**src/rtl/assert_macros.svh**
```systemverilog
// Assertion macros for the RTL files of the array hash block.
// Depends on nothing; included by files that carry concurrent assertions.
`ifndef ASSERT_MACROS_SVH
`define ASSERT_MACROS_SVH

// Checks an implication in the same cycle, disabled while reset is high.
`define ASSERT_SAME(label, clk, rst, ante, cons) \
   label: assert property (@(posedge clk) disable iff (rst) (ante) |-> (cons)) \
      else $error("assertion violated");

// Checks an implication in the next cycle, disabled while reset is high.
`define ASSERT_NEXT(label, clk, rst, ante, cons) \
   label: assert property (@(posedge clk) disable iff (rst) (ante) |=> (cons)) \
      else $error("assertion violated");

`endif

```
**src/rtl/mmh64a_pkg.sv**
```systemverilog
// Package for the array hash block: hash constants, codes and sequencer types.
// Depends on nothing; used by murmur64a_array_hash.
`timescale 1ns / 1ps

package mmh64a_pkg;

   localparam logic [63:0] HASH_MULT  = 64'hc6a4a7935bd1e995;
   localparam logic [31:0] MULT_LO    = HASH_MULT[31:0];
   localparam logic [31:0] MULT_HI    = HASH_MULT[63:32];
   localparam int          HASH_SHIFT = 47;

   localparam logic [1:0] SIZE_BYTE = 2'd0;
   localparam logic [1:0] SIZE_HALF = 2'd1;

   localparam logic CSR_SEED = 1'b0;
   localparam logic CSR_SIZE = 1'b1;

   typedef enum logic [6:0] {
      S_IDLE = 7'b0000001,
      S_PRE  = 7'b0000010,
      S_INS  = 7'b0000100,
      S_LAST = 7'b0001000,
      S_MUL  = 7'b0010000,
      S_FIN  = 7'b0100000,
      S_OUT  = 7'b1000000
   } state_type;

   typedef enum logic [1:0] {
      K_WORD,
      K_KEY,
      K_HASH,
      K_FIN
   } kind_type;

   function automatic logic [3:0] lane_count(input logic [1:0] size);
      logic [3:0] n;
      case (size)
         SIZE_BYTE: n = 4'd8;
         SIZE_HALF: n = 4'd4;
         default:   n = 4'd2;
      endcase
      return n;
   endfunction

   function automatic logic [63:0] fold(input logic [63:0] x);
      return x ^ (x >> HASH_SHIFT);
   endfunction

endpackage

```
**src/rtl/murmur64a_array_hash.sv**
```systemverilog
// Top level of the array hash block: sequencer, shared 32x32 multiplier and streams.
// Depends on mmh64a_pkg and assert_macros.svh.
`timescale 1ns / 1ps

// The block hashes a stream of 8-, 16- or 32-bit array elements, one element per
// request, with a MurmurHash64A variant and returns one 64-bit digest per array on
// the request that carries tlast. Elements are sign-extended and packed into 64-bit
// words; a word mix runs three 64-bit multiplies, one after another, on one shared
// 32x32 multiplier. A request that completes a word runs a mix before the block takes
// another, and the last request of an array adds one more mix for a partial word and
// a finalization, the last step of which loads the digest into the output register.
// The block accepts no request while it works on one, but does accept one while a
// digest waits to be taken.
module murmur64a_array_hash (
   input  logic        clock,
   input  logic        reset,
   input  logic        req_tvalid,
   output logic        req_tready,
   input  logic [63:0] req_tdata,  // element_value [31:0], element_count [63:32]
   input  logic [1:0]  req_tuser,  // is_first [0], is_empty [1]
   input  logic        req_tlast,
   output logic        rsp_tvalid,
   input  logic        rsp_tready,
   output logic [63:0] rsp_tdata,  // digest [63:0]
   input  logic        csr_valid,
   output logic        csr_ready,
   input  logic        csr_index,
   input  logic [63:0] csr_data
);

   mmh64a_pkg::state_type state_ff, state_in, ret_ff, ret_in;
   mmh64a_pkg::kind_type  kind_ff, kind_in;
   logic [1:0]  phase_ff, phase_in;
   logic [63:0] hash_ff, hash_in, acc_ff, acc_in, op_ff, op_in, key_ff, key_in;
   logic [63:0] prod_ff, prod_in, sum_ff, sum_in, digest_ff, digest_in;
   logic [63:0] seed_ff, seed_in;
   logic [1:0]  size_ff, size_in;
   logic [2:0]  lane_ff, lane_in;
   logic        in_array_ff, in_array_in, rsp_valid_ff, rsp_valid_in;
   logic [31:0] value_ff, value_in;
   logic        last_ff, last_in, empty_ff, empty_in;

   logic        req_fire;
   logic        req_start;
   logic [31:0] mul_a, mul_b;
   logic [63:0] mul_result, elem_ext, acc_ins;
   logic [5:0]  shamt;
   logic [3:0]  lanes, lane_wide, lane_next;

   assign req_tready = (state_ff == mmh64a_pkg::S_IDLE);
   assign req_fire   = req_tvalid & req_tready;
   assign req_start  = req_fire & (req_tuser[0] | in_array_ff);
   assign csr_ready  = 1'b1;
   assign rsp_tvalid = rsp_valid_ff;
   assign rsp_tdata  = digest_ff;

   assign mul_a      = (phase_ff == 2'd2) ? op_ff[63:32] : op_ff[31:0];
   assign mul_b      = (phase_ff == 2'd1) ? mmh64a_pkg::MULT_HI : mmh64a_pkg::MULT_LO;
   assign prod_in    = 64'(mul_a) * 64'(mul_b);
   assign mul_result = sum_ff + {prod_ff[31:0], 32'd0};

   assign lanes     = mmh64a_pkg::lane_count(size_ff);
   assign lane_wide = {1'b0, lane_ff};
   assign lane_next = lane_wide + 4'd1;

   always_comb begin
      case (size_ff)
         mmh64a_pkg::SIZE_BYTE: begin
            elem_ext = {{56{value_ff[7]}}, value_ff[7:0]};
            shamt    = {lane_ff, 3'd0};
         end
         mmh64a_pkg::SIZE_HALF: begin
            elem_ext = {{48{value_ff[15]}}, value_ff[15:0]};
            shamt    = {lane_ff[1:0], 4'd0};
         end
         default: begin
            elem_ext = {{32{value_ff[31]}}, value_ff};
            shamt    = {lane_ff[0], 5'd0};
         end
      endcase
      acc_ins = acc_ff | (elem_ext << shamt);
   end

   always_comb begin
      state_in     = state_ff;
      ret_in       = ret_ff;
      kind_in      = kind_ff;
      phase_in     = phase_ff;
      hash_in      = hash_ff;
      acc_in       = acc_ff;
      op_in        = op_ff;
      key_in       = key_ff;
      sum_in       = sum_ff;
      digest_in    = digest_ff;
      seed_in      = seed_ff;
      size_in      = size_ff;
      lane_in      = lane_ff;
      in_array_in  = in_array_ff;
      rsp_valid_in = rsp_valid_ff;
      value_in     = value_ff;
      last_in      = last_ff;
      empty_in     = empty_ff;

      if (csr_valid) begin
         case (csr_index)
            mmh64a_pkg::CSR_SEED: seed_in = csr_data;
            mmh64a_pkg::CSR_SIZE: size_in = csr_data[1:0];
            default:              seed_in = seed_ff;
         endcase
      end

      if (rsp_valid_ff && rsp_tready) begin
         rsp_valid_in = 1'b0;
      end

      unique case (state_ff)
         mmh64a_pkg::S_IDLE: begin
            if (req_fire) begin
               value_in = req_tdata[31:0];
               last_in  = req_tlast;
               empty_in = req_tuser[1];
               if (req_tuser[0]) begin
                  hash_in     = seed_ff ^ (req_tuser[1] ? 64'd0 : {32'd0, req_tdata[63:32]});
                  acc_in      = '0;
                  lane_in     = '0;
                  in_array_in = 1'b1;
                  state_in    = mmh64a_pkg::S_PRE;
               end else if (in_array_ff) begin
                  state_in = mmh64a_pkg::S_PRE;
               end
            end
         end
         mmh64a_pkg::S_PRE: begin
            state_in = mmh64a_pkg::S_INS;
            if (!empty_ff && lane_wide >= lanes) begin
               op_in    = acc_ff;
               acc_in   = '0;
               lane_in  = '0;
               kind_in  = mmh64a_pkg::K_WORD;
               phase_in = 2'd0;
               ret_in   = mmh64a_pkg::S_INS;
               state_in = mmh64a_pkg::S_MUL;
            end
         end
         mmh64a_pkg::S_INS: begin
            state_in = mmh64a_pkg::S_LAST;
            if (!empty_ff) begin
               if (lane_next >= lanes) begin
                  op_in    = acc_ins;
                  acc_in   = '0;
                  lane_in  = '0;
                  kind_in  = mmh64a_pkg::K_WORD;
                  phase_in = 2'd0;
                  ret_in   = mmh64a_pkg::S_LAST;
                  state_in = mmh64a_pkg::S_MUL;
               end else begin
                  acc_in  = acc_ins;
                  lane_in = lane_next[2:0];
               end
            end
         end
         mmh64a_pkg::S_LAST: begin
            if (!last_ff) begin
               state_in = mmh64a_pkg::S_IDLE;
            end else if (lane_ff != 3'd0) begin
               op_in    = acc_ff;
               kind_in  = mmh64a_pkg::K_WORD;
               phase_in = 2'd0;
               ret_in   = mmh64a_pkg::S_FIN;
               state_in = mmh64a_pkg::S_MUL;
            end else begin
               state_in = mmh64a_pkg::S_FIN;
            end
         end
         mmh64a_pkg::S_FIN: begin
            op_in       = mmh64a_pkg::fold(hash_ff);
            kind_in     = mmh64a_pkg::K_FIN;
            phase_in    = 2'd0;
            acc_in      = '0;
            lane_in     = '0;
            in_array_in = 1'b0;
            state_in    = mmh64a_pkg::S_MUL;
         end
         mmh64a_pkg::S_MUL: begin
            phase_in = phase_ff + 2'd1;
            if (phase_ff == 2'd1) begin
               sum_in = prod_ff;
            end else if (phase_ff == 2'd2) begin
               sum_in = mul_result;
            end else if (phase_ff == 2'd3) begin
               case (kind_ff)
                  mmh64a_pkg::K_WORD: begin
                     op_in   = mmh64a_pkg::fold(mul_result);
                     kind_in = mmh64a_pkg::K_KEY;
                  end
                  mmh64a_pkg::K_KEY: begin
                     key_in  = mul_result;
                     op_in   = hash_ff;
                     kind_in = mmh64a_pkg::K_HASH;
                  end
                  mmh64a_pkg::K_HASH: begin
                     hash_in  = mul_result ^ key_ff;
                     state_in = ret_ff;
                  end
                  default: begin
                     key_in   = mmh64a_pkg::fold(mul_result);
                     state_in = mmh64a_pkg::S_OUT;
                  end
               endcase
            end
         end
         mmh64a_pkg::S_OUT: begin
            if (!rsp_valid_ff || rsp_tready) begin
               digest_in    = key_ff;
               rsp_valid_in = 1'b1;
               state_in     = mmh64a_pkg::S_IDLE;
            end
         end
         default: begin
            state_in = mmh64a_pkg::S_IDLE;
         end
      endcase
   end

   always_ff @(posedge clock) begin
      if (reset) begin
         state_ff     <= mmh64a_pkg::S_IDLE;
         phase_ff     <= 2'd0;
         hash_ff      <= '0;
         acc_ff       <= '0;
         lane_ff      <= '0;
         in_array_ff  <= 1'b0;
         rsp_valid_ff <= 1'b0;
         seed_ff      <= '0;
         size_ff      <= mmh64a_pkg::SIZE_BYTE;
      end else begin
         state_ff     <= state_in;
         phase_ff     <= phase_in;
         hash_ff      <= hash_in;
         acc_ff       <= acc_in;
         lane_ff      <= lane_in;
         in_array_ff  <= in_array_in;
         rsp_valid_ff <= rsp_valid_in;
         seed_ff      <= seed_in;
         size_ff      <= size_in;
      end
   end

   always_ff @(posedge clock) begin
      ret_ff    <= ret_in;
      kind_ff   <= kind_in;
      op_ff     <= op_in;
      key_ff    <= key_in;
      prod_ff   <= prod_in;
      sum_ff    <= sum_in;
      digest_ff <= digest_in;
      value_ff  <= value_in;
      last_ff   <= last_in;
      empty_ff  <= empty_in;
   end

`include "assert_macros.svh"

   `ASSERT_NEXT(a_busy_after_request, clock, reset, req_start, !req_tready)
   `ASSERT_SAME(a_idle_word_clear, clock, reset, req_tready && !in_array_ff, lane_ff == 3'd0 && acc_ff == 64'd0)
   `ASSERT_SAME(a_digest_from_out, clock, reset, $rose(rsp_valid_ff), $past(state_ff == mmh64a_pkg::S_OUT))

endmodule
```
**config.mk**
```make
export PLATFORM = sky130hd
export DESIGN_NAME = murmur64a_array_hash
export DESIGN_NICKNAME = d
export VERILOG_FILES = /design/src/rtl/mmh64a_pkg.sv /design/src/rtl/murmur64a_array_hash.sv
export VERILOG_INCLUDE_DIRS = /design/src /design/src/rtl
export SDC_FILE = /design/constraint.sdc
export NUM_CORES = 2
export LEC_CHECK = 0
export BUFFER_PORTS_ARGS = -buffer_cell sky130_fd_sc_hd__buf_2
export CAP_MARGIN = 30
export CORE_MARGIN = 5
export CORE_UTILIZATION = 30
export DETAILED_ROUTE_END_ITERATION = 10
export PLACE_DENSITY = 0.42
export SLEW_MARGIN = 10
export SYNTH_ARGS = -nofsm -noshare
export SYNTH_HDL_FRONTEND = slang
export SYNTH_SLANG_ARGS = --single-unit
```
**constraint.sdc**
```tcl
create_clock -name clock -period 12.05 [get_ports clock]
set_input_delay 1.205 -clock clock [delete_from_list [all_inputs] [get_ports clock]]
set_output_delay 1.205 -clock clock [all_outputs]
set_load 0.01 [all_outputs]
```
==> impl_metrics.ini <==
[run_status]
status = finished, final reports clean

[die]
io_pins = 204
coreArea_sq_mm = 0.165
start_util = 0.301
die_area_sq_mm = 0.173
fp-row-count = 149
die_h_microns = 416
die_x_microns = 416

[route]
post_drt_wl_per_cell_microns = 25.7
drc = 0
drtIter0Drc = 2843
vias_per_cell = 4.94
dr.pass1.iters = 8
wl_mm = 188
route.vias.total = 36100
ant_nets = 0

[yosys]
synth_area_sq_mm = 0.0495
synth_cells = 4900
synth-seq-area-share = 0.289
synth_cell_types = 89
synth_mux_area_frac = 0.0131
synth_warnings = 0
syn_avg_cell_area_sq_um = 10.1
yosys.area_share.xor_xnor = 0.0422
synthAdderAreaFrac = 0.363
synth_simple_gate_area_frac = 0.0881
async_flop_share = 0
synth_top_family_by_area = adder cells
ys_seq_elements = 567
synth_flop_cell = edfxtp_1
synth_compound_area_frac = 0.126
synth-edff-count = 295

[clock_network]
cts_tree = built
clock_latency_ns = 0.65
cts_buffers = 68
htreeDepth = 3
clockRootBuffer = clkbuf_16
cts_buffer_depth = 3
cts_hold_buf = 0
cts_resized = 0
clock-sinks = 567
post_cts_buffers = 0
clk_pin_slew_ns = 0.06

[placement]
dp_hpwl_mm = 155
place_congestion = 0.906
port-buffer-count = 202
place_inst = 7187

[sta]
rsz0062_at_grt = false
period_share = 0.853
tightest_slew_ns = 1.02
skew_ns = 0.0675
final-max-slew-violation-count = 0
final-setup-viol-count = 0
final-hold-violation-count = 0
finalSetupTns_ns = 0
period_minus_slack_ns = 10.28
max_freq_ghz = 0.0972
slew_headroom = 0.311

[job]
maxCapViolations = 0

[layout]
final_cell_mix = inv_1 (842), fa_1 (627), a21oi_1 (440)
final_net_count = 6272
fin_cells = 7322
drive_above_1_share = 0.0952
final_common_cell = inv_1
syn2layout_area_growth_pct = 12.7

[critical_path]
cp_common_cell = fa_1
crit_fanout = 18
slowest_delay_ns = 0.84
r2r_slack_ns = 1.77
endpoint_kind = flip-flop
crit_type = flip-flop to flip-flop
required_ns = 12.61
critPathLaunchType = flip-flop
arrival_ns = 10.84
cp_slowest_cell = mux2i_2

[min_path]
worstHoldPathType = flip-flop to flip-flop

[global_route]
grt_pass1_vias = 37400
grt_pass1_wl_mm = 271
grt_usage = 0.213
overflow = 0
grt_max_degree = 73
grt_antenna_before_repair = 5
## synthesized netlist by cell type, types with 12 or more instances
library cell	n	area share
inv_1	842	0.064
o21bai_1	19	0.0029
nor2b_1	60	0.0076
a211o_1	19	0.0034
and3_1	18	0.0023
fa_1	627	0.25
o221ai_1	17	0.0030
o21a_1	30	0.0045
and2_1	63	0.0080
a221oi_1	15	0.0027
a21o_1	94	0.014
buf_1	16	0.0012
xor2_1	83	0.015
nor3_1	55	0.0056
ha_1	436	0.11
nor2_1	285	0.022
edfxtp_1	295	0.18
dfxtp_1	272	0.11
mux2_2	32	0.0073
mux2i_1	29	0.0059
o211ai_1	52	0.0079
xnor2_1	141	0.025
a211oi_1	37	0.0056
o21ai_0	121	0.012
clkbuf_1	164	0.012
or2_2	12	0.0015
a221o_1	19	0.0038
nand3_1	44	0.0044
nand2_1	363	0.028
nand2b_1	23	0.0029
a21oi_1	442	0.045
## worst max-delay path, delay by kind of cell (launching register included)
kind / cells / cell delay [ns]
adders and majority gates: 10 / 4.92
AOI/OAI and AO/OA: 8 / 2.12
buffers and inverters: 7 / 1.27
muxes: 1 / 0.84
and+or+nand+nor: 1 / 0.53
DFF: 1 / 0.38
xor gates and xnor gates: 1 / 0.16
## registers in the layout (all words and copies together) (netlist names), 32 cells and up
name	flops
acc_ff	64
hash_ff	64
key_ff	64
op_ff	64
prod_ff	64
rsp_tdata	64
seed_ff	64
sum_ff	64
value_ff	32
## area by class of cell
cell class	instances	area (sq um)
Fill cell	16800	109000
Multi-Input combinational cell	3302	31500
Sequential cell	567	14300
Inverter	843	3160
Tap cell	2189	2740
Clock buffer	90	1930
Timing Repair Buffer	290	1730
Clock inverter	36	485
Antenna cell	5	12.5
## per-stage QoR
step           area [sq um]  setup slack, ns  hold WS (ns)   util
4_1_cts               55800             1.73         0.456  0.339
6_report              55800             1.77         0.456  0.339
5_1_grt               55800             1.27         0.471  0.339
3_3_place_gp          53200             1.32         0.443  0.323
2_1_floorplan         49600             3.16         0.431      -
3_5_place_dp          53400             1.72         0.448  0.324
## cell families after synthesis
kind of cell             count (synthesis)
AO/OA/AOI/OAI                          973
XOR/XNOR                               230
adder cells (fa/ha/maj)               1063
buffers and inverters                 1034
flip-flops                             567
multiplexers                            61
other                                    2
AND/OR/NAND/NOR                        970
## final timing paths
| path | start | depth (start not counted) | to |
|---|---|---|---|
| setup reg to reg | phase_ff[0] | 28 | prod_ff[61] |
| setup / recovery | phase_ff[0] | 28 | prod_ff[61] |
| hold / removal | hash_ff[27] | 2 | hash_ff[27] |
| hold reg to reg | hash_ff[27] | 2 | hash_ff[27] |
## per-layer routing
layer	wire length (microns)	global-route usage	up-vias
li1	-	-	16500
met1	83500	0.290	18500
met2	91200	0.361	976
met5	0	0	-
met3	7340	0.0181	200
met4	6330	0.0627	0
Power is left out: the tool's default activity adds up to more than one toggle a clock period on the data nets, which glitch-free logic cannot reach.
